**src/hw/rtl/etp_ram.sv**
```systemverilog
module etp_ram #(
    parameter int WIDTH = 8,
    parameter int DEPTH = 64
) (
    input  logic                     i_clk,
    input  logic                     i_we,
    input  logic [$clog2(DEPTH)-1:0] i_waddr,
    input  logic [WIDTH-1:0]         i_wdata,
    input  logic [$clog2(DEPTH)-1:0] i_raddr,
    output logic [WIDTH-1:0]         o_rdata
);

    logic [WIDTH-1:0] r_mem [DEPTH];
    logic [WIDTH-1:0] r_rdata;

    always_ff @(posedge i_clk) begin
        if (i_we) begin
            r_mem[i_waddr] <= i_wdata;
        end
        r_rdata <= r_mem[i_raddr];
    end

    assign o_rdata = r_rdata;

endmodule

```
**config.mk**
```make
export PLATFORM = sky130hd
export DESIGN_NAME = etp_ram
export DESIGN_NICKNAME = d
export VERILOG_FILES = /design/src/hw/rtl/etp_ram.sv
export SDC_FILE = /design/constraint.sdc
export NUM_CORES = 1
export LEC_CHECK = 0
export ABC_AREA = 1
export BUFFER_PORTS_ARGS = -buffer_cell sky130_fd_sc_hd__buf_2
export CORE_MARGIN = 2
export CORE_UTILIZATION = 63
export CTS_CLUSTER_SIZE = 16
export DETAILED_ROUTE_END_ITERATION = 8
export GPL_TIMING_DRIVEN = 0
export PLACE_DENSITY_LB_ADDON = 0.1
export SLEW_MARGIN = 20
export SYNTH_ARGS = -nofsm -noshare
export SYNTH_HDL_FRONTEND = slang
export SYNTH_SLANG_ARGS = --single-unit
export TNS_END_PERCENT = 10
```
**constraint.sdc**
```tcl
create_clock -name i_clk -period 3.01 [get_ports i_clk]
set_input_delay 0.903 -clock i_clk [delete_from_list [all_inputs] [get_ports i_clk]]
set_output_delay 0.903 -clock i_clk [all_outputs]
set_load 0.02 [all_outputs]
```
# Word-level counts from Yosys, hierarchy flattened
# Memories as Yosys holds them, arrays and structs flattened. A register that Yosys moved wholly into a read port is not among the register bits.
# Cells that the tools add are included.
dict set report totals {
  reg_bits 0
  latch_bits 0
  ramBits 512
  romBits 0
  output_inout_bits 8
  elab_cells 3
  mem_count 1
}
# name depth width read_ports rd_ports_with_merged_regs wr line_no
set memory_table {}
lappend memory_table {r_mem 64 8 1 1 1 13} ;# logic [WIDTH-1:0] r_mem [DEPTH];
dict set report classes {
  addsub 0
  n_mul 0
  div 0
  order_cmp 0
  eq_ne 0
  shift 0
  muxes 2
  n_bitwise 0
  n_reduce_logical 0
}
# cell count
set ops {}
lappend ops {{$mux 1} 2}

# Longest topological paths before layout
# Gate-level depths: netlist of the first run.
dict set report depth {
  depth_word 2
  depth_mapped 12
  ltp_nobuf 9
}

# Worst setup path before layout of the first run
# No wires, ideal clock.
dict set report synth_timing {
  kind {input port to flip-flop}
  start {in i_we}
  end {mem r_mem[48][0], enable pin}
  setup_ns 0.395
  arrival_ns 2.274
  slack_ns 0.341
  stages 3
  n_path_buf 1
  cell_sequence {clkbuf_1 -> nand4_1 -> nor4_1}
}
dict set report synth_via {
  elab_chain_len 2
}
# item line_no
set synth_lines {}
lappend synth_lines {{start, declared} 6} ;# input logic i_we,
lappend synth_lines {{$mux 1} 17} ;# if (i_we) begin
lappend synth_lines {{$mux 1 (implied by the code)} 18} ;# r_mem[i_waddr] <= i_wdata;
lappend synth_lines {{end, declared} 13}
# No other way between the ends.

# Worst setup path in the final report of the first run
dict set report layout_timing {
  start {in i_waddr[1]}
  end {mem r_mem[29][7], enable pin}
}
# item line_no
set layout_rtl {}
lappend layout_rtl {{start, declared} 7} ;# input logic [$clog2(DEPTH)-1:0] i_waddr,
# Straight into the memory's write port.

==> results.toml, run 1 <==
[setup_path]
cp_max_fo = 9
cp-startpoint = "i_waddr[1]"
path_buf_inv = 2
slowest_stage = "nor2_1"
cp_data_arrival_time_ns = 3.02
start_kind = "primary input"
slowest_delay_ns = 1.02
cp-end-kind = "register"
reg2reg_from = "r_mem[51][5]"
crit_type = "in -> reg"
worst_path_dominant_cell_family = "simple AND/OR/NAND/NOR gates"
cp_cell_sequence = "clkbuf_1, inv_1, nand4_1, nor2_1"
required_ns = 3.20

[clock_network]
cts-resized-gates = 0
cts_sinks = 520
clk_latency_ns = 0.59
cts_buffers = 51
cts_tree = "yes"
postCtsHoldBufs = 0
path_clk_slew_ns = 0.06
cts.path.max_buffers = 3
cts_setup_buffers = 0
clockRootBuffer = "clkbuf_16"
cts_max_level = 2

[timing]
clock_skew_ns = 0.02745
min_period_ns = 2.837
rsz0062_at_grt = "false"
setup-tns-final_ns = 0
tightestPinTransition_ns = 1.169
max_clock_freq_mhz = 352.5
final-setup-viol-count = 0
period_share_pct = 94.25
hold_violations = 0
relSlewSlack_pct = 21.80
worst_slack_ns = 0.1730
slew_viol_final = 0

[power]
power_frac_clock_pct = 40.7
leakage_uw = 0.008658
pwr-share-comb_pct = 7.0
power.internal_uw = 11870
p_per_area_nw_per_um2 = 646.4
switching_share_pct = 22.66
switchingPower_uw = 3478
seqPwrFrac_pct = 52.3
irDropWorstVdd_uv = 544.7

[yosys]
synth_most_common_cell = "nand2_1"
synth_top_cell_by_area = "edfxtp_1"
synth_flop_cell = "edfxtp_1"
syn_nets = 1827
ys_seq_area_share_pct = 72.80
syn_area_um2 = 21340
synth_top_area_share_pct = 72.05
synth_common_cells = "nand2_1, edfxtp_1, nand3_1"
syn_area_per_cell_um2 = 11.82
async_flop_share_pct = 0
ys_ff_latch = 520
synth_area_leaders = "edfxtp_1, nand2_1, nand3_1"
syn-instance-count = 1805
synth_edf_count = 512
synth.distinct_cells = 16
yosysWarnings = 0

[route]
drt-pass1-iter-count = 6
routed_wl_um = 59430
vias_per_cell = 6.186
ant_nets = 0
via_count = 14685
drc = 0
drt_iter0_markers = 2239
wire_per_inst_um = 25.03

[final_layout]
fill_cells = 2344
diodes = 0
final_area_um2 = 23740
seq_area_um2 = 15530
stdcell_count = 2374
area_delta_synth_final_pct = 11.26
multi_input_area_um2 = 4996
nNetsFinal = 1909
drive_above_1_share_pct = 10.44

[floorplanning]
die_w_um = 188.0
die_y_um = 188.0
fp-row-count = 67
io_pins = 30
initial_core_util_pct = 63.80
die-area_um2 = 35360
core_um2 = 33450

[placed_design]
routabilityCongestion = 0.9317
port_buffers = 21
place_area_um2 = 22120
dp.cells = 2282
dp_slack_ns = -0.3291
hpwlAfterDp_um = 39100

[worst_hold_path]
hold_start = "i_raddr[5]"
min_path_type = "in -> reg"

[run_status]
status = "finished clean"

[grt]
overflow = 0
antenna_found_initial = 0
grt_max_degree = 65
grt_pass1_wl_um = 86780
grt_pass1_vias = 13672
grt_util_all_layers_pct = 34.08

[flow_run]
drv_cap = 0
## power groups by stage
stage / Combinational (uW) / Clock (uW) / Sequential, uW
after floorplan: 563 / 0 / 8200
after global placement: 1020 / 0 / 8180
after detailed placement: 1050 / 0 / 8180
after CTS: 1050 / 6240 / 8030
after global routing: 1150 / 6510 / 8030
final: 1080 / 6240 / 8030
## per-layer routing
layer	vias up	track usage, %	share of wire, %
li1	6516	-	-
met1	7058	50.60	40
met2	971	51.85	45
met5	-	0	0
met3	140	5.839	12
met4	0	11.72	3.6
## through the flow
stage,utilization [%],hold slack (ns),total power [uW]
detailed placement,66.12,0.8738,9230
global placement,65.79,0.8626,9207
floorplan,-,0.7217,8762
global route,70.98,0.8468,15680
finish,70.98,0.8202,15350
CTS,70.98,0.8029,15320
## sequential cells by signal (all words and copies together), names as in the netlist
register  count
r_mem       512
o_rdata       8
## worst register-to-register path: cells and delay by family (launching register included)
kind             cells  cell delay (ns)
DFF                  1             0.35
and+or+nand+nor      8             1.01
## layout by cell type, fill, tap and decap left out
cell / synthesis / routed
inv_4: 0 / 1
inv_2: 1 / 1
buf_2: 37 / 57
clkinv_8: 0 / 1
clkinvlp_4: 0 / 1
nand4_1: 9 / 9
inv_6: 1 / 2
nand2_1: 648 / 648
bufinv_16: 0 / 4
edfxtp_1: 512 / 512
dfxtp_1: 8 / 8
clkinv_2: 0 / 11
clkbuf_16: 0 / 52
buf_6: 35 / 35
clkbuf_1: 15 / 26
buf_8: 2 / 2
nor2_1: 56 / 56
buf_4: 14 / 23
clkbuf_8: 0 / 3
buf_1: 10 / 10
inv_1: 10 / 10
nand3_1: 439 / 439
clkinv_1: 0 / 7
nor4_2: 0 / 8
## final cells by class
cell class	instances	share of cell area (%)
flip-flops and latches	520	65.43
multi-input cells	1160	21.04
clock buffers	66	5.829
plain buffers	113	3.404
well taps	448	2.361
clock inverters	26	1.012
repair buffers	29	0.7062
inverters	12	0.2108
## logic make-up (layout without fill, tap and decap cells)
family | after synthesis | after routing | synth area share [%]
flip-flops | 520 | 520 | 72.80
AND/OR/NAND/NOR | 1160 | 1160 | 23.18
buffers and inverters | 125 | 246 | 4.022
## final timing paths
| path | slack, ns | cells after the start | end |
|---|---|---|---|
| max | 0.17 | 4 | r_mem[29][7] |
| min | 0.82 | 3 | o_rdata[4] |
| max reg2reg | 1.51 | 8 | o_rdata[5] |
| min reg2reg | 0.91 | 8 | o_rdata[0] |
No activity file was read; power rests on OpenSTA's default activity.
==> run 2, diff against run 1 <==
--- a/config.mk
+++ b/config.mk
@@ -7,7 +7,7 @@
 export LEC_CHECK = 0
 export ABC_AREA = 1
 export BUFFER_PORTS_ARGS = -buffer_cell sky130_fd_sc_hd__buf_2
-export CORE_MARGIN = 2
+export CORE_ASPECT_RATIO = 0.9
 export CORE_UTILIZATION = 63
 export CTS_CLUSTER_SIZE = 16
 export DETAILED_ROUTE_END_ITERATION = 8
==> run 2 against run 1 <==
  * Global-route usage increased by 1.1 points
  * Core utilization increased by 0.55 points
  * Combinational power hardly changed
  * Highest routed layer unchanged
  * Via count rose by 0.36%
  * Clock skew fell by 0.0013 ns
  * Hold slack got worse by 0.0081 ns
  * Largest cell class unchanged
==> results.toml, run 2 (same netlist as run 1, synthesis figures left out) <==
[run_status]
status = "finished clean"

[placed_design]
routabilityCongestion = 0.9703
port_buffers = 21
place_area_um2 = 22080
hpwlAfterDp_um = 39010

[clock_network]
cts_max_level = 2
cts_setup_buffers = 0
postCtsHoldBufs = 0
path_clk_slew_ns = 0.06
cts.path.max_buffers = 3
cts_sinks = 520
clk_latency_ns = 0.57
cts-resized-gates = 0
cts_buffers = 50
cts_tree = "yes"
clockRootBuffer = "clkbuf_16"

[timing]
period_share_pct = 97.28
hold_violations = 0
setup-tns-final_ns = 0
slew_viol_final = 0
clock_skew_ns = 0.02619
tightestPinTransition_ns = 1.084
max_clock_freq_mhz = 341.5
min_period_ns = 2.928
final-setup-viol-count = 0
rsz0062_at_grt = "false"
relSlewSlack_pct = 27.46

[grt]
grt_max_degree = 65
overflow = 0
grt_pass1_wl_um = 86770
grt_pass1_vias = 13637
grt_util_all_layers_pct = 35.17
antenna_found_initial = 0

[final_layout]
nNetsFinal = 1908
largest_reg_flops = 512
diodes = 0
final_area_um2 = 23680
drive_above_1_share_pct = 10.48
layout_common_cells = "nand2_1, edfxtp_1, nand3_1, buf_2, nor2_1"
final_common_cell = "nand2_1"
area_delta_synth_final_pct = 10.98
largest-register = "r_mem"

[setup_path]
start_kind = "primary input"
cp_cell_sequence = "clkbuf_1, inv_1, nand4_1, nor2_1"
cp-startpoint = "i_waddr[1]"
cp_max_fo = 9
required_ns = 3.19
crit_type = "in -> reg"
slowest_stage = "nor2_1"
reg2reg_from = "r_mem[51][5]"
slowest_delay_ns = 1.02
cp_data_arrival_time_ns = 3.10
cp-end-kind = "register"

[power]
p_per_area_nw_per_um2 = 644.5
irDropWorstVdd_uv = 519.7
leakage_uw = 0.008649
total_power_uw = 15260

[route]
via_count = 14738
drt-pass1-iter-count = 6
vias_per_cell = 6.274
ant_nets = 0
routed_wl_um = 59200
wire_per_inst_um = 25.20
drc = 0
drt_iter0_markers = 1885

[floorplanning]
die_y_um = 176.6
core_um2 = 33110
fp-row-count = 63
initial_core_util_pct = 64.46
die_w_um = 196
io_pins = 30
die-area_um2 = 34610

[worst_hold_path]
min_path_type = "in -> reg"
hold_start = "i_raddr[5]"

[flow_run]
drv_cap = 0
run 2: path summary, 6_finish.rpt:
path	to	cells after the start	slack [ns]
worst max register to register	o_rdata[5]	8	1.54
worst max-delay path	r_mem[29][7]	4	0.08
worst min register to register	o_rdata[4]	8	0.89
worst min-delay path	o_rdata[1]	3	0.81
run 2: metrics by stage:
| step | util [%] | cells | worst slack, ns | hold WS [ns] |
|---|---|---|---|---|
| 2_1_floorplan | - | 1805 | 0.3409 | 0.7217 |
| 3_3_place_gp | 66.37 | 2248 | -0.3325 | 0.8506 |
| 3_5_place_dp | 66.69 | 2256 | -0.3927 | 0.8663 |
| 4_1_cts | 71.52 | 2349 | 0.1910 | 0.7989 |
| 5_1_grt | 71.53 | 2349 | 0.06313 | 0.8195 |
| 6_report | 71.53 | 2349 | 0.08177 | 0.8121 |
run 2: critical path: cells and delay by family:
kind	cells	cell delay, ns
AND/OR/NAND/NOR	2	1.66
buffers and inverters	2	0.53
run 2: area by class of cell:
type,instances,area [um2]
Fill cell,2337,9425
Inverter,12,50.05
Timing Repair Buffer,29,165.2
Multi-Input combinational cell,1160,4996
Sequential cell,520,15530
Buffer,113,808.3
Tap cell,422,528.0
Clock buffer,69,1394
Clock inverter,24,205.2
run 2: power breakdown:
group	switching [uW]	internal, uW	leakage [uW]
Clock	2650	3500	0.000792
Combinational	811	274	0.00318
Sequential	14.5	8010	0.00467
Total	3470	11800	0.00865
run 2: routing by layer:
layer	vias up	GRT usage (%)	share of wire, %
met5	-	0	0
met4	0	11.56	3.1
met1	7045	52.58	39
li1	6517	-	-
met2	1048	51.65	44
met3	128	8.004	14
